File: src/rtl/core/frt_pkg.sv
// Shared types, constants and status codes of the fragment reassembly tracker.
package frt_pkg;

  localparam int NUM_SLOTS_DEF = 4;
  localparam int MAX_FRAGMENTS_DEF = 64;
  localparam int MAX_MESSAGE_BYTES_DEF = 65536;

  typedef enum logic [2:0] {
    ST_NEW       = 3'd0,
    ST_DUPLICATE = 3'd1,
    ST_TOO_LARGE = 3'd2,
    ST_TOO_MANY  = 3'd3,
    ST_BAD_GEOM  = 3'd4,
    ST_NO_SLOT   = 3'd5
  } status_t;

  // One classified header as it travels from the front to the back part.
  typedef struct packed {
    logic [63:0] sender;
    logic [31:0] sequence_req;
    logic [16:0] total_bytes;
    logic [16:0] frag_offset;
    logic [5:0]  frag_bit;
    logic [6:0]  frag_total;
    logic        reject;
    status_t     rej_status;
    logic        wen;
  } cmd_t;

endpackage

File: src/rtl/core/fragment_reassembly_tracker_unit.sv
// Top level of the fragment reassembly tracker.
// Rejected headers go straight to the result beat; others scan the slots for a
// match, failing that for a victim. One header at a time; busy drops with the
// result beat, so the next header can be taken at the edge that ends it.
// Reset (rst, synchronous) clears all slots and the activity counter.
// Results are strobed by done for one cycle; the receiver cannot stall.
module fragment_reassembly_tracker_unit #(
  parameter int NUM_SLOTS = frt_pkg::NUM_SLOTS_DEF,
  parameter int MAX_FRAGMENTS = frt_pkg::MAX_FRAGMENTS_DEF,
  parameter int MAX_MESSAGE_BYTES = frt_pkg::MAX_MESSAGE_BYTES_DEF
) (
  input  logic        clk,
  input  logic        rst,
  input  logic        start,
  output logic        busy,
  input  logic [63:0] sender,
  input  logic [31:0] sequence_req,
  input  logic [31:0] message_size,
  input  logic [31:0] frag_byte_offset,
  input  logic [15:0] fragment_number,
  input  logic [15:0] fragment_total,
  input  logic [15:0] payload_bytes,
  input  logic [8:0]  name_bytes,
  output logic        done,
  output logic [2:0]  status,
  output logic [1:0]  slot,
  output logic        write_enable,
  output logic [16:0] write_offset,
  output logic        complete,
  output logic [16:0] delivered_size
);

  logic          cmd_valid;
  logic          cmd_ready;
  frt_pkg::cmd_t cmd;

  frt_front #(
    .MAX_FRAGMENTS(MAX_FRAGMENTS),
    .MAX_MESSAGE_BYTES(MAX_MESSAGE_BYTES)
  ) u_front (
    .clk, .rst, .start, .busy, .sender, .sequence_req, .message_size,
    .frag_byte_offset, .fragment_number, .fragment_total, .payload_bytes,
    .name_bytes, .cmd_valid, .cmd, .cmd_ready
  );

  frt_back #(
    .NUM_SLOTS(NUM_SLOTS)
  ) u_back (
    .clk, .rst, .cmd_valid, .cmd, .cmd_ready, .done, .status, .slot,
    .write_enable, .write_offset, .complete, .delivered_size
  );

  // A result beat always follows the release of the queued command.
  a_done_after_release: assert property (@(posedge clk) disable iff (rst)
    cmd_valid && cmd_ready |=> done) else $error("result beat missing");

  // Completion implies a new fragment.
  a_complete_new: assert property (@(posedge clk) disable iff (rst)
    done && complete |-> status == frt_pkg::ST_NEW) else $error("complete without new");

  // No result without a command in flight.
  a_done_source: assert property (@(posedge clk) disable iff (rst)
    done |-> $past(cmd_valid)) else $error("spurious result beat");

endmodule

File: src/rtl/core/frt_front.sv
// Front part: header checks and classification into a command beat.
module frt_front #(
  parameter int MAX_FRAGMENTS = frt_pkg::MAX_FRAGMENTS_DEF,
  parameter int MAX_MESSAGE_BYTES = frt_pkg::MAX_MESSAGE_BYTES_DEF
) (
  input  logic          clk,
  input  logic          rst,
  input  logic          start,
  output logic          busy,
  input  logic [63:0]   sender,
  input  logic [31:0]   sequence_req,
  input  logic [31:0]   message_size,
  input  logic [31:0]   frag_byte_offset,
  input  logic [15:0]   fragment_number,
  input  logic [15:0]   fragment_total,
  input  logic [15:0]   payload_bytes,
  input  logic [8:0]    name_bytes,
  output logic          cmd_valid,
  output frt_pkg::cmd_t cmd,
  input  logic          cmd_ready
);

  localparam logic [32:0] MaxBytes = 33'(MAX_MESSAGE_BYTES);
  localparam logic [15:0] MaxFrags = 16'(MAX_FRAGMENTS);

  logic          too_large;
  logic          too_many;
  logic          bad_geom;
  logic [32:0]   end_byte;
  logic          wen;
  frt_pkg::cmd_t cmd_next;

  // Checks in priority order: size, count, geometry.
  always_comb begin
    end_byte  = {1'b0, frag_byte_offset} + 33'(payload_bytes);
    too_large = {1'b0, message_size} > MaxBytes;
    too_many  = fragment_total > MaxFrags;
    bad_geom  = (fragment_number >= fragment_total) || (end_byte > {1'b0, message_size});
    if (fragment_number == 16'd0) begin
      wen = 16'(name_bytes) < payload_bytes;
    end else begin
      wen = payload_bytes != 16'd0;
    end
    cmd_next.sender       = sender;
    cmd_next.sequence_req = sequence_req;
    cmd_next.total_bytes  = message_size[16:0];
    cmd_next.frag_offset  = frag_byte_offset[16:0];
    cmd_next.frag_bit     = fragment_number[5:0];
    cmd_next.frag_total   = fragment_total[6:0];
    cmd_next.wen          = wen;
    cmd_next.reject       = too_large || too_many || bad_geom;
    if (too_large) begin
      cmd_next.rej_status = frt_pkg::ST_TOO_LARGE;
    end else if (too_many) begin
      cmd_next.rej_status = frt_pkg::ST_TOO_MANY;
    end else begin
      cmd_next.rej_status = frt_pkg::ST_BAD_GEOM;
    end
  end

  // Single-entry queue between the two parts.
  assign busy = cmd_valid;

  always_ff @(posedge clk) begin
    if (rst) begin
      cmd_valid <= 1'b0;
    end else if (start && !busy) begin
      cmd_valid <= 1'b1;
    end else if (cmd_ready) begin
      cmd_valid <= 1'b0;
    end
  end

  always_ff @(posedge clk) begin
    if (start && !busy) begin
      cmd <= cmd_next;
    end
  end

endmodule

File: src/rtl/core/frt_back.sv
// Back part: slot lookup, victim scan and slot update, one slot per cycle.
module frt_back #(
  parameter int NUM_SLOTS = frt_pkg::NUM_SLOTS_DEF
) (
  input  logic          clk,
  input  logic          rst,
  input  logic          cmd_valid,
  input  frt_pkg::cmd_t cmd,
  output logic          cmd_ready,
  output logic          done,
  output logic [2:0]    status,
  output logic [1:0]    slot,
  output logic          write_enable,
  output logic [16:0]   write_offset,
  output logic          complete,
  output logic [16:0]   delivered_size
);

  localparam int IdxW = (NUM_SLOTS > 1) ? $clog2(NUM_SLOTS) : 1;
  localparam logic [IdxW-1:0] LastIdx = IdxW'(NUM_SLOTS - 1);

  typedef enum logic [2:0] {
    S_IDLE, S_MATCH, S_VICTIM, S_UPDATE, S_REJECT, S_NOSLOT
  } state_t;

  state_t           state;
  logic [IdxW-1:0]  idx;
  logic [IdxW-1:0]  sel;
  logic             found;
  logic             claim;
  logic             have_age;
  logic [31:0]      max_age;
  logic [31:0]      counter;

  logic             v_valid  [NUM_SLOTS];
  logic [63:0]      v_sender [NUM_SLOTS];
  logic [31:0]      v_seq    [NUM_SLOTS];
  logic [6:0]       v_rem    [NUM_SLOTS];
  logic [31:0]      v_stamp  [NUM_SLOTS];
  logic [63:0]      v_bits   [NUM_SLOTS];

  logic [31:0]      age;
  logic [63:0]      clr_mask;
  logic [63:0]      fbit;
  logic [63:0]      bits_cur;
  logic [6:0]       rem_cur;

  // Signed age of the slot under the scan pointer and update helpers.
  always_comb begin
    age      = counter - v_stamp[idx];
    fbit     = 64'd1 << cmd.frag_bit;
    clr_mask = (cmd.frag_total >= 7'd64) ? 64'd0 : ~((64'd1 << cmd.frag_total[5:0]) - 64'd1);
    bits_cur = claim ? (v_bits[sel] & clr_mask) : v_bits[sel];
    rem_cur  = claim ? cmd.frag_total : v_rem[sel];
  end

  assign cmd_ready = (state == S_UPDATE) || (state == S_REJECT) || (state == S_NOSLOT);

  always_ff @(posedge clk) begin
    if (rst) begin
      state   <= S_IDLE;
      done    <= 1'b0;
      counter <= 32'd0;
      for (int i = 0; i < NUM_SLOTS; i++) begin
        v_valid[i]  <= 1'b0;
        v_sender[i] <= 64'd0;
        v_seq[i]    <= 32'd0;
        v_rem[i]    <= 7'd0;
        v_stamp[i]  <= 32'd0;
        v_bits[i]   <= 64'd0;
      end
    end else begin
      done <= 1'b0;
      unique case (state)
        S_IDLE: begin
          idx   <= '0;
          found <= 1'b0;
          claim <= 1'b0;
          if (cmd_valid) begin
            state <= cmd.reject ? S_REJECT : S_MATCH;
          end
        end
        // Look for a slot that already holds this sender and sequence.
        S_MATCH: begin
          if (v_valid[idx] && v_sender[idx] == cmd.sender && v_seq[idx] == cmd.sequence_req) begin
            sel   <= idx;
            state <= S_UPDATE;
          end else if (idx == LastIdx) begin
            idx      <= '0;
            have_age <= 1'b0;
            max_age  <= 32'd0;
            state    <= S_VICTIM;
          end else begin
            idx <= idx + 1'b1;
          end
        end
        // First idle slot, else the oldest one by signed age.
        S_VICTIM: begin
          if (v_rem[idx] == 7'd0) begin
            sel   <= idx;
            found <= 1'b1;
            claim <= 1'b1;
            state <= S_UPDATE;
          end else begin
            if (!age[31] && (!have_age || age > max_age)) begin
              sel      <= idx;
              found    <= 1'b1;
              have_age <= 1'b1;
              max_age  <= age;
            end else if (age == 32'hFFFF_FFFF && !have_age && !found) begin
              // An age of minus one is negative and is not taken.
              found <= found;
            end
            if (idx == LastIdx) begin
              if (found || (!age[31] && (!have_age || age > max_age))) begin
                claim <= 1'b1;
                state <= S_UPDATE;
              end else begin
                state <= S_NOSLOT;
              end
            end else begin
              idx <= idx + 1'b1;
            end
          end
        end
        // Write back the slot and emit the result beat.
        S_UPDATE: begin
          v_valid[sel]  <= 1'b1;
          v_sender[sel] <= cmd.sender;
          v_seq[sel]    <= cmd.sequence_req;
          v_stamp[sel]  <= counter;
          counter       <= counter + 32'd1;
          slot          <= 2'(sel);
          write_enable  <= cmd.wen;
          write_offset  <= cmd.wen ? cmd.frag_offset : 17'd0;
          done          <= 1'b1;
          if ((bits_cur & fbit) != 64'd0) begin
            v_bits[sel]    <= bits_cur;
            v_rem[sel]     <= rem_cur;
            status         <= frt_pkg::ST_DUPLICATE;
            complete       <= 1'b0;
            delivered_size <= 17'd0;
          end else begin
            v_bits[sel]    <= bits_cur | fbit;
            status         <= frt_pkg::ST_NEW;
            if (rem_cur != 7'd0) begin
              v_rem[sel]     <= rem_cur - 7'd1;
              complete       <= rem_cur == 7'd1;
              delivered_size <= (rem_cur == 7'd1) ? cmd.total_bytes : 17'd0;
            end else begin
              v_rem[sel]     <= rem_cur;
              complete       <= 1'b0;
              delivered_size <= 17'd0;
            end
          end
          state <= S_IDLE;
        end
        S_REJECT: begin
          status         <= cmd.rej_status;
          slot           <= 2'd0;
          write_enable   <= 1'b0;
          write_offset   <= 17'd0;
          complete       <= 1'b0;
          delivered_size <= 17'd0;
          done           <= 1'b1;
          state          <= S_IDLE;
        end
        // Every slot is busy and none is old enough to take over.
        S_NOSLOT: begin
          status         <= frt_pkg::ST_NO_SLOT;
          slot           <= 2'd0;
          write_enable   <= 1'b0;
          write_offset   <= 17'd0;
          complete       <= 1'b0;
          delivered_size <= 17'd0;
          done           <= 1'b1;
          state          <= S_IDLE;
        end
        default: state <= S_IDLE;
      endcase
    end
  end

endmodule
File: config.mk
export PLATFORM = sky130hd
export DESIGN_NAME = fragment_reassembly_tracker_unit
export DESIGN_NICKNAME = d
export VERILOG_FILES = /design/src/rtl/core/frt_pkg.sv /design/src/rtl/core/fragment_reassembly_tracker_unit.sv /design/src/rtl/core/frt_front.sv /design/src/rtl/core/frt_back.sv
export SDC_FILE = /design/constraint.sdc
export NUM_CORES = 2
export LEC_CHECK = 0
export BUFFER_PORTS_ARGS = -buffer_cell sky130_fd_sc_hd__buf_2
export CORE_ASPECT_RATIO = 2
export CORE_MARGIN = 2
export CORE_UTILIZATION = 46
export DETAILED_ROUTE_END_ITERATION = 16
export PLACE_DENSITY_LB_ADDON = 0.2
export SLEW_MARGIN = 10
export SYNTH_ARGS = -nofsm -noshare
export SYNTH_HDL_FRONTEND = slang
export SYNTH_SLANG_ARGS = --single-unit
File: constraint.sdc
create_clock -name clk -period 13.2 [get_ports clk]
set_clock_uncertainty 0.05 [all_clocks]
set_input_delay 2.64 -clock clk [delete_from_list [all_inputs] [get_ports clk]]
set_output_delay 2.64 -clock clk [all_outputs]
set_load 0.01 [all_outputs]
Word-level counts from Yosys, hierarchy flattened

Memory sizes are Yosys's and may differ from the RTL's. A register that Yosys moved wholly into a read port is not among the register bits.
Index checks and enable logic that the tools add are counted.

Reduce and logical (&&, ||, !) cells: 42
Order comparisons: 7
Muxes and demuxes: 105
Shift-type cells: 2
Add/subtract/negate cells: 6
Equal/unequal tests: 20
Bitwise operators: 8

Operators with widths:

| cell                                                                   | count |
|---|---|
| 64-bit two-way mux                                                     | 5 |
| 32-bit two-way mux                                                     | 6 |
| 64-bit bitwise AND                                                     | 2 |
| 64-bit OR reduction                                                    | 2 |
| 1-bit by 6-bit << shifter with 64-bit output, first input constant     | 2 |
| 17-bit two-way mux                                                     | 4 |
| 17-bit one-hot mux with 2 select lines                                 | 2 |
| 64-bit equality test                                                   | 1 |
| 64-bit inverter                                                        | 1 |
| 64-bit bitwise OR                                                      | 1 |
| 32-bit one-hot mux with 2 select lines                                 | 1 |
| 64-bit nonzero test                                                    | 1 |
| 32-bit OR reduction                                                    | 2 |
| 64-bit by 1-bit subtractor with 64-bit output, second input constant   | 1 |
| 1-bit two-way mux                                                      | 45 |
| 2-bit two-way mux                                                      | 20 |
| 32-bit by 16-bit adder with 33-bit output                              | 1 |
| 33-bit by 32-bit > comparator with 1-bit output                        | 1 |
| 32-bit by 1-bit adder with 32-bit output, second input constant        | 1 |
| 32-bit equality test                                                   | 1 |
| 32-bit by 17-bit > comparator with 1-bit output, second input constant | 1 |
| 32-bit > comparator                                                    | 1 |
| 32-bit subtractor                                                      | 1 |
| 7-bit two-way mux                                                      | 4 |
| 40 further kinds                                                       | 83 |

Bits in writable memories: 800
Output and inout port bits: 43
Register bits: 265
Input bits: 220
Memories kept: 6

Memory list:

| name            | depth | width | rd ports | clocked after memory_dff | write ports | RTL line       | source |
|---|---|---|---|---|---|---|---|
| u_back.v_bits   | 4     | 64    | 1        | 1                        | 4           | frt_back.sv:40 | `logic [63:0] v_bits [NUM_SLOTS];` |
| u_back.v_sender | 4     | 64    | 1        | 1                        | 4           | frt_back.sv:36 | `logic [63:0] v_sender [NUM_SLOTS];` |
| u_back.v_seq    | 4     | 32    | 1        | 1                        | 4           | frt_back.sv:37 | `logic [31:0] v_seq [NUM_SLOTS];` |
| u_back.v_stamp  | 4     | 32    | 1        | 1                        | 4           | frt_back.sv:39 | `logic [31:0] v_stamp [NUM_SLOTS];` |
| u_back.v_rem    | 4     | 7     | 2        | 2                        | 4           | frt_back.sv:38 | `logic [6:0] v_rem [NUM_SLOTS];` |
| u_back.v_valid  | 4     | 1     | 1        | 1                        | 4           | frt_back.sv:35 | `logic v_valid [NUM_SLOTS];` |

Depth between registers and ports, before layout

Depth in word-level cells: 16
Mapped depth: 30

Modules after synthesis

Synthesis repeated with hierarchy kept, for this count alone.

Cell total of the unflattened synthesis: 4160
Area total of the unflattened synthesis: 53665.2 um^2

Modules (own cells, without submodules):

| module    | cells each | area an instance (um^2) | times used | sequential area each (um^2) |
|---|---|---|---|---|
| frt_back  | 3644       | 46595.9                 | 1          | 27226.1 |
| frt_front | 516        | 7069.3                  | 1          | 4464.3 |

Worst setup path after synthesis

No wires, ideal clock.

Path kind: input-to-reg
Start: in start
End: reg u_front.cmd[0] (netlist name)
Buffers on the path: 0
Required time: 12.475 ns
Cell stages on the path: 1
Arrival time: 9.073 ns
Slack: 3.401 ns
Cell sequence: nor2b_1

Cells in the longest elaborated chain, start to end: 1

Ends and longest elaborated chain:

| what               | RTL line                               | source |
|---|---|---|
| start: declaration | fragment_reassembly_tracker_unit.sv:14 | `input logic start,` |
| 1-bit logical AND  | frt_front.sv:75                        | `if (start && !busy) begin` |

No other way between the ends.
A chain may end at the register's enable or synchronous reset.

==> flow_summary.ini <==
[hold_path]
min_path_type = register to register

[pwr]
swShare_pct = 24.9
p_switching_mw = 1.89
p_leak_nw = 21.9
p_clk_share_pct = 38.2
pwr-share-comb_pct = 10.0
power_density_nw_per_um2 = 127
p_int_mw = 5.69
seqPwrFrac_pct = 51.8
power_mw = 7.58
ir_worst_vdd_mv = 0.121

[global_route]
grt_overflow = 0
grt_max_degree = 83
grtUsageTotal_pct = 28.0
antenna_found_initial = 26
grt_pass1_vias = 37208
grt_pass1_wl_um = 244000

[cts]
clk_pin_slew_ns = 0.07
cts_sinks = 1069
cts_resized = 0
postCtsHoldBufs = 0
cts_root_buf = clkbuf_16
clk_latency_ns = 0.74
clockBufferDepth = 3
cts_setup_buffers = 0
h-tree-depth = 3
cts_made_buffers = 97
cts_tree = built

[placed_design]
placed_area_um2 = 56500
place_hpwl_um = 113000
io_buffers = 262
place_congestion = 1.04
place_ws_ns = 4.98

[job]
drv_cap = 0

[final_layout]
multiInputGateArea_um2 = 20400
regArea_um2 = 31700
fill_cells = 10174
stdcell_area_um2 = 59800
drive_gt1_share_pct = 15.6
fin_nets = 4788
fin_util_pct = 51.5
area_delta_synth_final_pct = 11.2

[logic_synthesis]
synth_top_cell_by_area = edfxtp_1
syn_inst = 4241
ys.flop_type = edfxtp_1
ys_async_sr_fraction_pct = 0
syn_nets = 4603
yosys-top-cells-area = edfxtp_1 57%, mux4_2 6.6%, and2_1 5.9%
synth-warning-count = 0
yosys.area_share.simple_pct = 14.4
synth_edf_count = 1028
yosysSeqAreaShare_pct = 59.0
synth_xor_area_share_pct = 2.53
synth_compound_area_share_pct = 8.93
synth.most_common_cell = edfxtp_1
ys_types = 98
syn_area_um2 = 53700
synth_top_family_by_area = simple AND/OR/NAND/NOR gates
netlist.area_leader.share_pct = 57.4
synthAdderAreaFrac_pct = 3.33
synth_seq_cells = 1069
synth.area.mux_share_pct = 8.49
synth_area_per_cell_um2 = 12.7
ys_top_cells_by_count = 1028 x edfxtp_1, 509 x and2_1, 258 x nand2_1

[routing]
drcViolationCount = 0
firstDrtPassIters = 8
routed_wl_um = 168000
vias = 36704
wire_per_inst_um = 27.8
vias_per_cell = 6.07
detail-route-antenna-nets = 0
dr.first_iter.drc_count = 3414

[critical_path]
slowest_delay_ns = 0.74
critPathKind = register to register
cp_common_cell = a21oi_1
cp_max_fo = 82
cp.required_ns = 13.52
end_kind = register
cpMaxStageDelayCell = dfxtp_4
worst_setup_path_start_kind = register
cpLargestDelayFamily = simple AND/OR/NAND/NOR gates
path_buf_inv = 3
arrival_ns = 8.46

[timing]
hold_violations = 0
slew_headroom_pct = 17.2
setup_viol = 0
maxSlewViolCount = 0
tightest_slew_ns = 1.23
fin_ws_ns = 5.05
fmax_mhz = 123
rsz0062_at_grt = false
period_minus_slack_ns = 8.15
setup_tns_ns = 0
period_share_pct = 61.7

[die]
die_area_um2 = 120000
core_um2 = 116000
start_util_pct = 46.3
die_w_um = 246
die_h_um = 487
ioPinCount = 263
row_count = 177

[run_status]
status = finished, final reports clean
## final timing paths
kind	startpoint	end	slack, ns	depth (start not counted)
hold reg to reg	u_front.cmd[48]	u_back.delivered_size[13]	0.47	1
hold / removal	u_front.cmd[48]	u_back.delivered_size[13]	0.47	1
setup reg to reg	register	u_back.max_age[29]	5.05	25
setup / recovery	register	u_back.max_age[29]	5.05	25
## power groups by stage
stage | Sequential, mW | Clock (mW) | Combinational, mW
6_report | 3.92 | 2.90 | 0.757
4_1_cts | 3.92 | 2.94 | 0.753
2_1_floorplan | 3.97 | 0 | 0.484
3_5_place_dp | 4.00 | 0 | 0.750
3_3_place_gp | 3.99 | 0 | 0.748
5_1_grt | 3.94 | 3.04 | 0.811
## routing by layer
layer  up-vias  share of wire [%]  global-route usage [%]
li1      16313                  -                       -
met1     18233                 34                    30.8
met5         -              0.055                       0
met3       468                6.6                    4.90
met2      1676                 52                    49.4
met4        14                7.3                    18.2
## registers in the layout, summed over array words and instances, names as in the netlist, 3 cells and up, named ones only
register / flops
u_back.v_bits: 256
u_back.v_sender: 256
u_front.cmd: 148
u_back.v_seq: 128
u_back.v_stamp: 128
u_back.counter: 32
u_back.max_age: 32
u_back.v_rem: 28
u_back.delivered_size: 17
u_back.write_offset: 17
u_back.v_valid: 4
u_back.state: 3
u_back.status: 3
## area by class of cell
| type | count | area share (%) |
|---|---|---|
| Antenna cell | 16 | 0.0670 |
| Sequential cell | 1069 | 53.0 |
| Multi-Input combinational cell | 2737 | 34.0 |
| Inverter | 183 | 1.17 |
| Timing Repair Buffer | 338 | 3.17 |
| Clock buffer | 116 | 4.18 |
| Tap cell | 1521 | 3.18 |
| Clock inverter | 64 | 1.15 |
## per-stage QoR
| step | cells | hold WS [ns] |
|---|---|---|
| after detailed placement | 5848 | 0.457 |
| after global routing | 6037 | 0.501 |
| final | 6044 | 0.470 |
| after global placement | 5848 | 0.449 |
| after CTS | 6028 | 0.472 |
| after floorplan | 4241 | 0.418 |
## kinds of logic (layout without fill, tap and decap cells)
| family | count (synthesis) | count (layout) |
|---|---|---|
| buf+inv | 435 | 701 |
| mux | 257 | 257 |
| other cells | 0 | 16 |
| simple gates | 1441 | 1441 |
| compound gates | 742 | 742 |
| fa+ha+maj | 142 | 142 |
| flops | 1069 | 1069 |
| xor+xnor | 155 | 155 |
## layout by cell type (no fill, tap or decap), types with 64 or more instances in the layout
cell type,n
inv_1,175
clkbuf_16,97
xnor2_1,64
nor2_1,241
buf_4,75
o21ai_1,64
xor2_1,91
o22ai_1,216
mux4_2,158
buf_2,262
edfxtp_1,1028
and2_1,509
ha_1,140
mux2i_1,87
a21oi_1,117
o21ai_0,88
nand3_1,75
nand2_1,257
No activity file was read; power rests on OpenSTA's default activity.
